## config.mk

```make
export PLATFORM = sky130hd
export DESIGN_NAME = space_delimited_int_parser
export DESIGN_NICKNAME = d
export VERILOG_FILES = /design/src/sv/sdip_pkg.sv /design/src/sv/sdip_core.sv /design/src/sv/space_delimited_int_parser.sv
export SDC_FILE = /design/constraint.sdc
export NUM_CORES = 1
export LEC_CHECK = 0
export ABC_AREA = 1
export CAP_MARGIN = 20
export CORE_UTILIZATION = 50
export DETAILED_ROUTE_END_ITERATION = 8
export DONT_BUFFER_PORTS = 1
export PLACE_DENSITY = 0.72
export SETUP_SLACK_MARGIN = 0.1
export SYNTH_ARGS = -nofsm -noshare
export SYNTH_HDL_FRONTEND = slang
export SYNTH_SLANG_ARGS = --single-unit
```

## constraint.sdc

```tcl
create_clock -name clk -period 11.45 [get_ports clk]
set_input_delay 2.29 -clock clk [delete_from_list [all_inputs] [get_ports clk]]
set_output_delay 2.29 -clock clk [all_outputs]
set_load 0.05 [all_outputs]
```

## src/sv/sdip_pkg.sv

```systemverilog
`timescale 1ns / 1ps

package sdip_pkg;

  localparam int VALUE_BITS_DEF = 32;
  localparam int DATA_W         = 8;
  localparam int TOKEN_W        = 32;
  localparam int MAXC_W         = 6;
  localparam int CNT_W          = 7;

  localparam logic [MAXC_W-1:0] MAXC_RESET = 6'd31;
  localparam logic [CNT_W-1:0]  CNT_MAX    = 7'd127;

  localparam logic [DATA_W-1:0] CH_NUL   = 8'h00;
  localparam logic [DATA_W-1:0] CH_SPACE = 8'h20;
  localparam logic [DATA_W-1:0] CH_PLUS  = 8'h2B;
  localparam logic [DATA_W-1:0] CH_MINUS = 8'h2D;
  localparam logic [DATA_W-1:0] CH_ZERO  = 8'h30;
  localparam logic [DATA_W-1:0] CH_NINE  = 8'h39;

  typedef enum logic [2:0] {
    ST_OK    = 3'd0,
    ST_BAD   = 3'd1,
    ST_RANGE = 3'd2,
    ST_LONG  = 3'd3,
    ST_NONE  = 3'd4
  } status_t;

  typedef enum logic [1:0] {
    ERR_NONE  = 2'd0,
    ERR_BAD   = 2'd1,
    ERR_RANGE = 2'd2,
    ERR_LONG  = 2'd3
  } err_t;

  typedef struct packed {
    logic [TOKEN_W-1:0] value;
    status_t            status;
    logic               last;
  } result_t;

endpackage

```

## src/sv/sdip_core.sv

```systemverilog
`timescale 1ns / 1ps

module sdip_core #(
  parameter int VALUE_BITS = sdip_pkg::VALUE_BITS_DEF
) (
  input  logic                        clk,
  input  logic                        rst_n,
  input  logic                        step,
  input  logic [sdip_pkg::DATA_W-1:0] char_byte,
  input  logic [sdip_pkg::MAXC_W-1:0] max_chars,
  output logic                        res_valid,
  output sdip_pkg::result_t           res
);
  import sdip_pkg::*;

  localparam int NW = VALUE_BITS + 4;

  logic                  inside_r, inside_nxt;
  logic                  neg_r, neg_nxt;
  logic                  seen_r, seen_nxt;
  logic [CNT_W-1:0]      cnt_r, cnt_nxt;
  logic [VALUE_BITS-1:0] mag_r, mag_nxt;
  err_t                  err_r, err_nxt;

  logic                  is_zero, is_space, is_sign, dec_char;
  logic [3:0]            digit;
  logic                  cur_neg;
  logic [CNT_W-1:0]      cur_cnt, cnt_inc;
  logic [VALUE_BITS-1:0] cur_mag;
  err_t                  cur_err;
  logic                  cur_seen;
  logic [NW-1:0]         mag_ext, next_val, limit;
  logic                  too_long, fin_long;
  logic [VALUE_BITS-1:0] signed_val;

  always_comb begin
    is_zero  = (char_byte == CH_NUL);
    is_space = (char_byte == CH_SPACE);
    is_sign  = (char_byte == CH_PLUS) || (char_byte == CH_MINUS);
    dec_char = (char_byte >= CH_ZERO) && (char_byte <= CH_NINE);
    digit    = 4'(char_byte - CH_ZERO);

    // a new token starts from a clean slate
    cur_neg  = inside_r ? neg_r  : 1'b0;
    cur_seen = inside_r ? seen_r : 1'b0;
    cur_cnt  = inside_r ? cnt_r  : '0;
    cur_mag  = inside_r ? mag_r  : '0;
    cur_err  = inside_r ? err_r  : ERR_NONE;

    cnt_inc  = (cur_cnt == CNT_MAX) ? cur_cnt : cur_cnt + 1'b1;
    too_long = (cnt_inc > {1'b0, max_chars});

    mag_ext  = NW'(cur_mag);
    next_val = (mag_ext << 3) + (mag_ext << 1) + NW'(digit);
    limit    = (NW'(1) << (VALUE_BITS - 1)) - NW'(!cur_neg);
  end

  always_comb begin
    inside_nxt = inside_r;
    neg_nxt    = neg_r;
    seen_nxt   = seen_r;
    cnt_nxt    = cnt_r;
    mag_nxt    = mag_r;
    err_nxt    = err_r;
    if (step) begin
      if (is_zero || is_space) begin
        inside_nxt = 1'b0;
        neg_nxt    = 1'b0;
        seen_nxt   = 1'b0;
        cnt_nxt    = '0;
        mag_nxt    = '0;
        err_nxt    = ERR_NONE;
      end else begin
        inside_nxt = 1'b1;
        neg_nxt    = cur_neg;
        seen_nxt   = cur_seen;
        cnt_nxt    = cnt_inc;
        mag_nxt    = cur_mag;
        err_nxt    = cur_err;
        if (too_long) begin
          err_nxt = ERR_LONG;
        end else if ((cur_cnt == '0) && is_sign) begin
          neg_nxt = (char_byte == CH_MINUS);
        end else if (dec_char) begin
          seen_nxt = 1'b1;
          if (cur_err == ERR_NONE) begin
            if (next_val > limit) begin
              err_nxt = ERR_RANGE;
            end else begin
              mag_nxt = next_val[VALUE_BITS-1:0];
            end
          end
        end else if (cur_err == ERR_NONE) begin
          err_nxt = ERR_BAD;
        end
      end
    end
  end

  always_ff @(posedge clk) begin
    if (!rst_n) begin
      inside_r <= 1'b0;
      neg_r    <= 1'b0;
      seen_r   <= 1'b0;
      cnt_r    <= '0;
      mag_r    <= '0;
      err_r    <= ERR_NONE;
    end else begin
      inside_r <= inside_nxt;
      neg_r    <= neg_nxt;
      seen_r   <= seen_nxt;
      cnt_r    <= cnt_nxt;
      mag_r    <= mag_nxt;
      err_r    <= err_nxt;
    end
  end

  // closing a token
  always_comb begin
    fin_long   = (cnt_r > {1'b0, max_chars});
    signed_val = neg_r ? (VALUE_BITS'(0) - mag_r) : mag_r;
    res_valid  = step && (is_zero || (is_space && inside_r));
    res.last   = is_zero;
    res.value  = '0;
    if (!inside_r) begin
      res.status = ST_NONE;
    end else if (fin_long) begin
      res.status = ST_LONG;
    end else if (err_r != ERR_NONE) begin
      res.status = status_t'({1'b0, err_r});
    end else if (!seen_r) begin
      res.status = ST_BAD;
    end else begin
      res.status = ST_OK;
      res.value  = TOKEN_W'(signed'(signed_val));
    end
  end

endmodule

```

## src/sv/space_delimited_int_parser.sv

```systemverilog
`timescale 1ns / 1ps
// channel  | direction | ports                              | payload
// ---------+-----------+------------------------------------+--------------------------------
// in_      | slave     | in_tvalid in_tready in_tdata       | char_byte
// out_     | master    | out_tvalid out_tready out_tdata    | token_value, tuser parse_status,
//          |           | out_tuser out_tlast                | tlast end_of_argument
// cfg_     | write     | cfg_wr_en cfg_wr_data              | max_token_chars
//
// One item per cycle sustained while out_tready keeps up; an item runs input register -> token
// update -> result register; out_tvalid rises when a token's result enters the result register.
// The token update (multiply by ten, add, range compare) sits in one register-to-register path.
// rst_n is synchronous: clears both stages and token state, max_token_chars returns to 31.
// A stall on out_tready holds the result and the token update, even for items with no result;
// the input register still takes one more item, then in_tready drops.

module space_delimited_int_parser #(
  parameter int VALUE_BITS = sdip_pkg::VALUE_BITS_DEF
) (
  input  logic                         clk,
  input  logic                         rst_n,
  input  logic                         in_tvalid,
  output logic                         in_tready,
  input  logic [sdip_pkg::DATA_W-1:0]  in_tdata,    // [7:0] char_byte
  output logic                         out_tvalid,
  input  logic                         out_tready,
  output logic [sdip_pkg::TOKEN_W-1:0] out_tdata,   // [31:0] token_value
  output logic [2:0]                   out_tuser,   // [2:0] parse_status
  output logic                         out_tlast,
  input  logic                         cfg_wr_en,
  input  logic [sdip_pkg::MAXC_W-1:0]  cfg_wr_data
);
  import sdip_pkg::*;

  logic               in_valid_r, in_valid_nxt;
  logic [DATA_W-1:0]  in_data_r;
  logic               out_valid_r, out_valid_nxt;
  result_t            out_res_r;
  logic [MAXC_W-1:0]  max_r;
  logic               proc_go;
  logic               res_valid;
  result_t            res;

  assign proc_go   = in_valid_r && (!out_valid_r || out_tready);
  assign in_tready = !in_valid_r || proc_go;

  always_comb begin
    in_valid_nxt = in_valid_r;
    if (in_tvalid && in_tready) begin
      in_valid_nxt = 1'b1;
    end else if (proc_go) begin
      in_valid_nxt = 1'b0;
    end
    out_valid_nxt = out_valid_r;
    if (proc_go && res_valid) begin
      out_valid_nxt = 1'b1;
    end else if (out_tready) begin
      out_valid_nxt = 1'b0;
    end
  end

  always_ff @(posedge clk) begin
    if (!rst_n) begin
      in_valid_r  <= 1'b0;
      out_valid_r <= 1'b0;
      max_r       <= MAXC_RESET;
    end else begin
      in_valid_r  <= in_valid_nxt;
      out_valid_r <= out_valid_nxt;
      if (cfg_wr_en) begin
        max_r <= cfg_wr_data;
      end
    end
  end

  always_ff @(posedge clk) begin
    if (in_tvalid && in_tready) begin
      in_data_r <= in_tdata;
    end
    if (proc_go && res_valid) begin
      out_res_r <= res;
    end
  end

  sdip_core #(
    .VALUE_BITS(VALUE_BITS)
  ) u_core (
    .clk       (clk),
    .rst_n     (rst_n),
    .step      (proc_go),
    .char_byte (in_data_r),
    .max_chars (max_r),
    .res_valid (res_valid),
    .res       (res)
  );

  assign out_tvalid = out_valid_r;
  assign out_tdata  = out_res_r.value;
  assign out_tuser  = out_res_r.status;
  assign out_tlast  = out_res_r.last;

endmodule

```

# --- After elaboration in Yosys (flattened, before gate mapping) ---
# Cells that the tools add are included.
word_totals:
  reg_bits: 96
  elab_cells: 88
  input_bits: 19
  output_inout_bits: 38
classes:
  n_eq_ne: 4
  bitwise: 2
  order_cmp: 5
  n_mux: 36
  n_reduce_logical: 22
  addsub: 6
ops:
  columns: ["op", "n"]
  rows:
  - ["$mux W32", 8]
  - ["$add A35 B33 Y36", 1]
  - ["$add A36 B4 Y36", 1]
  - ["$gt A36 B36 Y1", 1]
  - ["$sub A32 B1 Y33 const A", 1]
  - ["$sub A1 B32 Y32 const A", 1]
  - ["$eq A8 B6 Y1 const B", 3]
  - ["$mux W7", 3]
  - ["$mux W2", 8]
  - ["$mux W1", 15]
  - ["$gt A7 B6 Y1", 2]
  - ["$ge A8 B6 Y1 const B", 1]
  - ["$le A8 B6 Y1 const B", 1]
  - ["$logic_not A8 Y1", 1]
  - ["$add A7 B1 Y7 const B", 1]
  - ["$eq A7 B7 Y1 const B", 1]
  - ["$logic_and A1 B1 Y1", 7]
  - ["$logic_not A7 Y1", 1]
  - ["$mux W3", 2]
  - ["$reduce_bool A2 Y1", 3]
  - ["$logic_or A1 B1 Y1", 5]
  - ["$reduce_or A4 Y1", 1]
  - ["$sub A4 B1 Y4 const B", 1]
  - ["$logic_not A1 Y1", 3]
  - ["2 further kinds", 3]

# --- Depth between registers and ports, before layout ---
depth:
  word_depth: 10
  mapped_depth: 37
  depth_no_buf: 33

# --- Modules after synthesis ---
# Synthesis repeated with hierarchy kept, for this count alone.
unflattened:
  hier_cells: 1389
  area_unflattened_um2: 9290.2
by_module_without_submodules:
  columns: ["mod", "cells_per_inst", "area_each_um2", "n_inst", "seq_area_each_um2"]
  rows:
  - ["sdip_core", 1303, 7664.9, 1, 880.8]
  - ["space_delimited_int_parser", 86, 1625.3, 1, 1481.4]

# --- Worst setup path after synthesis ---
# No wires, ideal clock.
synth_path:
  kind: "input to register"
  from: "input port out_tready"
  to: "register out_res_r (netlist bit out_tdata[0]), enable pin"
  path_buffers: 0
  stages: 4
  slack_ns: 5.584
  arrival_ns: 5.380
  required_ns: 10.964
  setup_time_ns: 0.486
  cell_sequence: "inv_1 > nand2_1 > nand2_1 > a211oi_1"
synth_between:
  elab_chain_cells: 4
synth_rtl:
  columns: ["element", "line_no", "source"]
  rows:
  - ["start: declaration", "space_delimited_int_parser.sv:25", "input logic out_tready,"]
  - ["$logic_or A1 B1 Y1 (*)", "space_delimited_int_parser.sv:43", "assign proc_go = in_valid_r && (!out_valid_r || out_tready);"]
  - ["$logic_and A1 B1 Y1 (*)", "space_delimited_int_parser.sv:43", null]
  - ["$logic_and A1 B1 Y1", "sdip_core.sv:122", "res_valid = step && (is_zero || (is_space && inside_r));"]
  - ["$logic_and A1 B1 Y1 (*)", "space_delimited_int_parser.sv:79", "if (proc_go && res_valid) begin"]
  - ["end signal: assignment", "space_delimited_int_parser.sv:80", "out_res_r <= res;"]
  - ["end: declaration", "space_delimited_int_parser.sv:37", "result_t out_res_r;"]
# Mark *: on every way between the ends. The rest lies on a longest branch, timed or not.
# A chain may end at the register's enable or synchronous reset.

# --- Worst setup path after layout ---
layout_path:
  from: "register u_core.inside_r"
  to: "register u_core.mag_r[10]"
layout_between:
  elab_chain_cells: 10
  elab_cells_between_ends: 22
  classes_between: "add/sub (4); order compare (2); eq/ne (1); mux (11); reduce/logical (4)"
layout_rtl:
  columns: ["element", "line_no", "source"]
  rows:
  - ["start: declaration", "sdip_core.sv:18", "logic inside_r, inside_nxt;"]
  - ["start signal: assignment", "sdip_core.sv:109", "inside_r <= inside_nxt;"]
  - ["$mux W32 / $mux W1 (equally long branches)", "sdip_core.sv:47, sdip_core.sv:44", null]
  - ["$add A35 B33 Y36 / $logic_not A1 Y1 (equally long branches)", "sdip_core.sv:54, sdip_core.sv:55", null]
  - ["$add A36 B4 Y36 / $sub A32 B1 Y33 (equally long branches)", "sdip_core.sv:54, sdip_core.sv:55", null]
  - ["$gt A36 B36 Y1", "sdip_core.sv:87", "if (next_val > limit) begin"]
  - ["$mux W32", "sdip_core.sv:87", null]
  - ["$mux W32", "sdip_core.sv:86", "if (cur_err == ERR_NONE) begin"]
  - ["$mux W32", "sdip_core.sv:84", "end else if (dec_char) begin"]
  - ["$mux W32", "sdip_core.sv:82", "end else if ((cur_cnt == '0) && is_sign) begin"]
  - ["$mux W32 (*)", "sdip_core.sv:80", "if (too_long) begin"]
  - ["$mux W32 (*)", "sdip_core.sv:66", "if (is_zero || is_space) begin"]
  - ["end signal: assignment", "sdip_core.sv:113", "mag_r <= mag_nxt;"]
  - ["end: declaration", "sdip_core.sv:22", "logic [VALUE_BITS-1:0] mag_r, mag_nxt;"]
# Marked as above.

==> insert_results.sql <==
INSERT INTO impl_metrics (metric_group, metric, value, unit) VALUES
('outcome', 'status', 'completed', ''),
('synth', 'yosys_warnings', '0', ''),
('route', 'met3RoutedLength', '1.01', 'mm'),
('pwr', 'peakVddDrop', '153', 'uV'),
('global_routing', 'grt_first_pass_wirelength', '39.5', 'mm'),
('synth', 'synthesis.nets', '1551', ''),
('die', 'rows', '49', ''),
('global_routing', 'grt_max_degree', '51', ''),
('route', 'via_per_inst', '5.43', ''),
('route', 'route.layer.met1.wl', '11.2', 'mm'),
('synth', 'synthesis.area', '9260', 'sq um'),
('synth', 'synthFlopType', 'sky130_fd_sc_hd__dfxtp_1', ''),
('die', 'die_w', '138', 'um'),
('timing', 'hold-worst-slack', '0.486', 'ns'),
('final_layout', 'most-common-layout-cells', '427 x sky130_fd_sc_hd__nand2_1, 205 x sky130_fd_sc_hd__inv_1, 127 x sky130_fd_sc_hd__a21oi_1', ''),
('route', 'drt_first_pass_iters', '5', ''),
('timing', 'fin_crit_sh', '46.4', '%'),
('run', 'maxCapViolCount', '0', ''),
('timing', 'clock-skew-final', '0.00878', 'ns'),
('route', 'route.met2.wl', '10.8', 'mm'),
('clocking', 'numClockSinks', '96', ''),
('setup_path', 'timing.critical_path.slowest_stage_cell', 'sky130_fd_sc_hd__nand4_1', ''),
('place', 'detailedPlacementHpwl', '18.2', 'mm'),
('clocking', 'post_cts_buffers', '0', ''),
('place', 'routabilityCongestion', '0.904', ''),
('synth', 'synth_cell_types', '43', ''),
('setup_path', 'critical_path_class', 'reg -> reg', ''),
('timing', 'timing.final.crit_period', '5.31', 'ns'),
('setup_path', 'critical-path-max-stage-delay', '0.59', 'ns'),
('synth', 'synth_seq_area_share', '25.5', '%'),
('setup_path', 'worst-endpoint-arrival', '5.50', 'ns'),
('route', 'totalWireLength', '23.6', 'mm'),
('die', 'core_ar', '18000', 'sq um'),
('synth', 'number_of_register_bits_inferred_by_synthesis', '96', ''),
('synth', 'synth_simple_gate_area_share', '31.4', '%'),
('clocking', 'max-clock-path-buffers', '2', ''),
('global_routing', 'grt_pass1_vias', '8194', ''),
('route', 'drcViolationCount', '0', ''),
('worst_hold_path', 'hp-class', 'reg -> reg', ''),
('clocking', 'clock_root_buffer', 'sky130_fd_sc_hd__clkbuf_16', ''),
('timing', 'fmax', '0.188', 'GHz'),
('route', 'post_detailed_route_wirelength_per_cell', '14.5', 'um'),
('synth', 'yosys.area_share.xor_xnor', '3.97', '%'),
('die', 'die_height', '138', 'um'),
('clocking', 'htreeDepth', '3', ''),
('timing', 'drv_slew', '0', ''),
('final_layout', 'area.growth.synth_to_final', '5.04', '%'),
('setup_path', 'timing.critical_path.mode_cell', 'sky130_fd_sc_hd__nand2_1', ''),
('synth', 'synth_edf_count', '44', ''),
('route', 'post_drt_antenna_nets', '0', ''),
('clocking', 'clk_latency', '0.34', 'ns'),
('setup_path', 'worst_path_dominant_cell_family', 'simple AND/OR/NAND/NOR gates', ''),
('setup_path', 'start_kind', 'flop', ''),
('final_layout', 'multi_input_area', '5900', 'sq um'),
('pwr', 'cellPowerDensity', '74.6', 'nW/um^2'),
('route', 'detailedRoute.firstIterationViolations', '657', ''),
('clocking', 'post_cts_resize_count', '0', ''),
('final_layout', 'drive_gt1_share', '4.21', '%'),
('synth', 'combinational_family_with_the_most_area_after_synthesis', 'simple AND/OR/NAND/NOR gates', ''),
('final_layout', 'mostFrequentLayoutCell', 'sky130_fd_sc_hd__nand2_1', ''),
('timing', 'slew_headroom', '30.2', '%'),
('timing', 'rsz_0062_raised_after_global_routing', 'no', ''),
('pwr', 'report.power.total', '0.725', 'mW'),
('setup_path', 'required', '11.63', 'ns'),
('final_layout', 'insertedDiodeCount', '0', ''),
('timing', 'final-hold-violation-count', '0', ''),
('place', 'number_of_port_buffers', '0', ''),
('clocking', 'cts_inserted_buffers', '9', ''),
('synth', 'post_synth_inst_count', '1420', ''),
('synth', 'asyncSetResetFlopFracSynth', '0', '%'),
('route', 'highest_layer', 'met4', '');
[layout make-up]
type	count	share of cell area, %
Tap cell	229	2.95
Timing Repair Buffer	6	0.463
Sequential cell	96	24.3
Clock buffer	14	2.83
Clock inverter	2	0.386
Multi-Input combinational cell	1063	60.6
Inverter	219	8.45
[state kept, by name, indices dropped and copies added (netlist names)]
name	cells
u_core.seen_r	1
u_core.err_r	2
max_r	6
out_tvalid	1
u_core.cnt_r	7
u_core.mag_r	32
out_tlast	1
u_core.neg_r	1
out_tdata	32
in_data_r	8
in_valid_r	1
u_core.inside_r	1
out_tuser	3
[stage by stage]
stage          setup WS [ns]  area, sq um  std cells  util [%]
2_1_floorplan           5.58         9260       1420         -
3_3_place_gp            6.28         9410       1613      52.2
3_5_place_dp            6.22         9410       1613      52.2
4_1_cts                 6.19         9720       1629      53.9
5_1_grt                 5.65         9720       1629      53.9
6_report                6.14         9720       1629      53.9
[kinds of logic after synthesis]
kind of cell,Yosys count
buf+inv,261
simple gates,688
xor+xnor,42
fa+ha+maj,112
flops,96
compound gates,221
[layer usage]
layer  up-vias  GRT usage, %
li1       4564             -
met2       238          40.8
met3        31          2.70
met1      4018          34.3
met4         0          7.40
met5         -             0
[power breakdown]
group | leakage (nW) | internal, mW | switching [mW]
Sequential | 0.861 | 0.362 | 0.00431
Clock | 0.148 | 0.189 | 0.122
Combinational | 4.47 | 0.0129 | 0.0355
[final timing paths]
kind              startpoint               end  slack (ns)  depth (start not counted)
min            u_core.seen_r     u_core.seen_r        0.49                          2
max reg2reg  u_core.inside_r  u_core.mag_r[10]        6.14                         25
max          u_core.inside_r  u_core.mag_r[10]        6.14                         25
min reg2reg    u_core.seen_r     u_core.seen_r        0.49                          2
[synthesized netlist by cell type (4+ instances only)]
cell	number	area share, %
sky130_fd_sc_hd__edfxtp_1	44	14
sky130_fd_sc_hd__o211ai_1	10	0.81
sky130_fd_sc_hd__o21ai_0	53	2.9
sky130_fd_sc_hd__nand2_2	10	0.68
sky130_fd_sc_hd__inv_1	205	8.3
sky130_fd_sc_hd__inv_2	13	0.53
sky130_fd_sc_hd__nand3_1	59	3.2
sky130_fd_sc_hd__a211oi_1	5	0.41
sky130_fd_sc_hd__nand4_1	33	2.2
sky130_fd_sc_hd__and3_1	5	0.34
sky130_fd_sc_hd__xor2_1	27	2.6
sky130_fd_sc_hd__nor2_1	109	4.4
sky130_fd_sc_hd__nor3_1	25	1.4
sky130_fd_sc_hd__ha_1	110	15
sky130_fd_sc_hd__buf_2	5	0.27
sky130_fd_sc_hd__dfxtp_1	52	11
sky130_fd_sc_hd__o21a_1	4	0.32
sky130_fd_sc_hd__nand2_1	427	17
sky130_fd_sc_hd__a21oi_1	127	6.9
sky130_fd_sc_hd__nand3b_1	4	0.32
sky130_fd_sc_hd__o21ai_1	7	0.38
sky130_fd_sc_hd__clkbuf_1	33	1.3
sky130_fd_sc_hd__xnor2_1	15	1.4
[tightest hold or removal path, stage by stage, from the launching register on]
cell and delay, ns:
sky130_fd_sc_hd__dfxtp_1 0.32, sky130_fd_sc_hd__nand2_1 0.06, sky130_fd_sc_hd__a21oi_1 0.05
No activity file was read; power rests on OpenSTA's default activity.
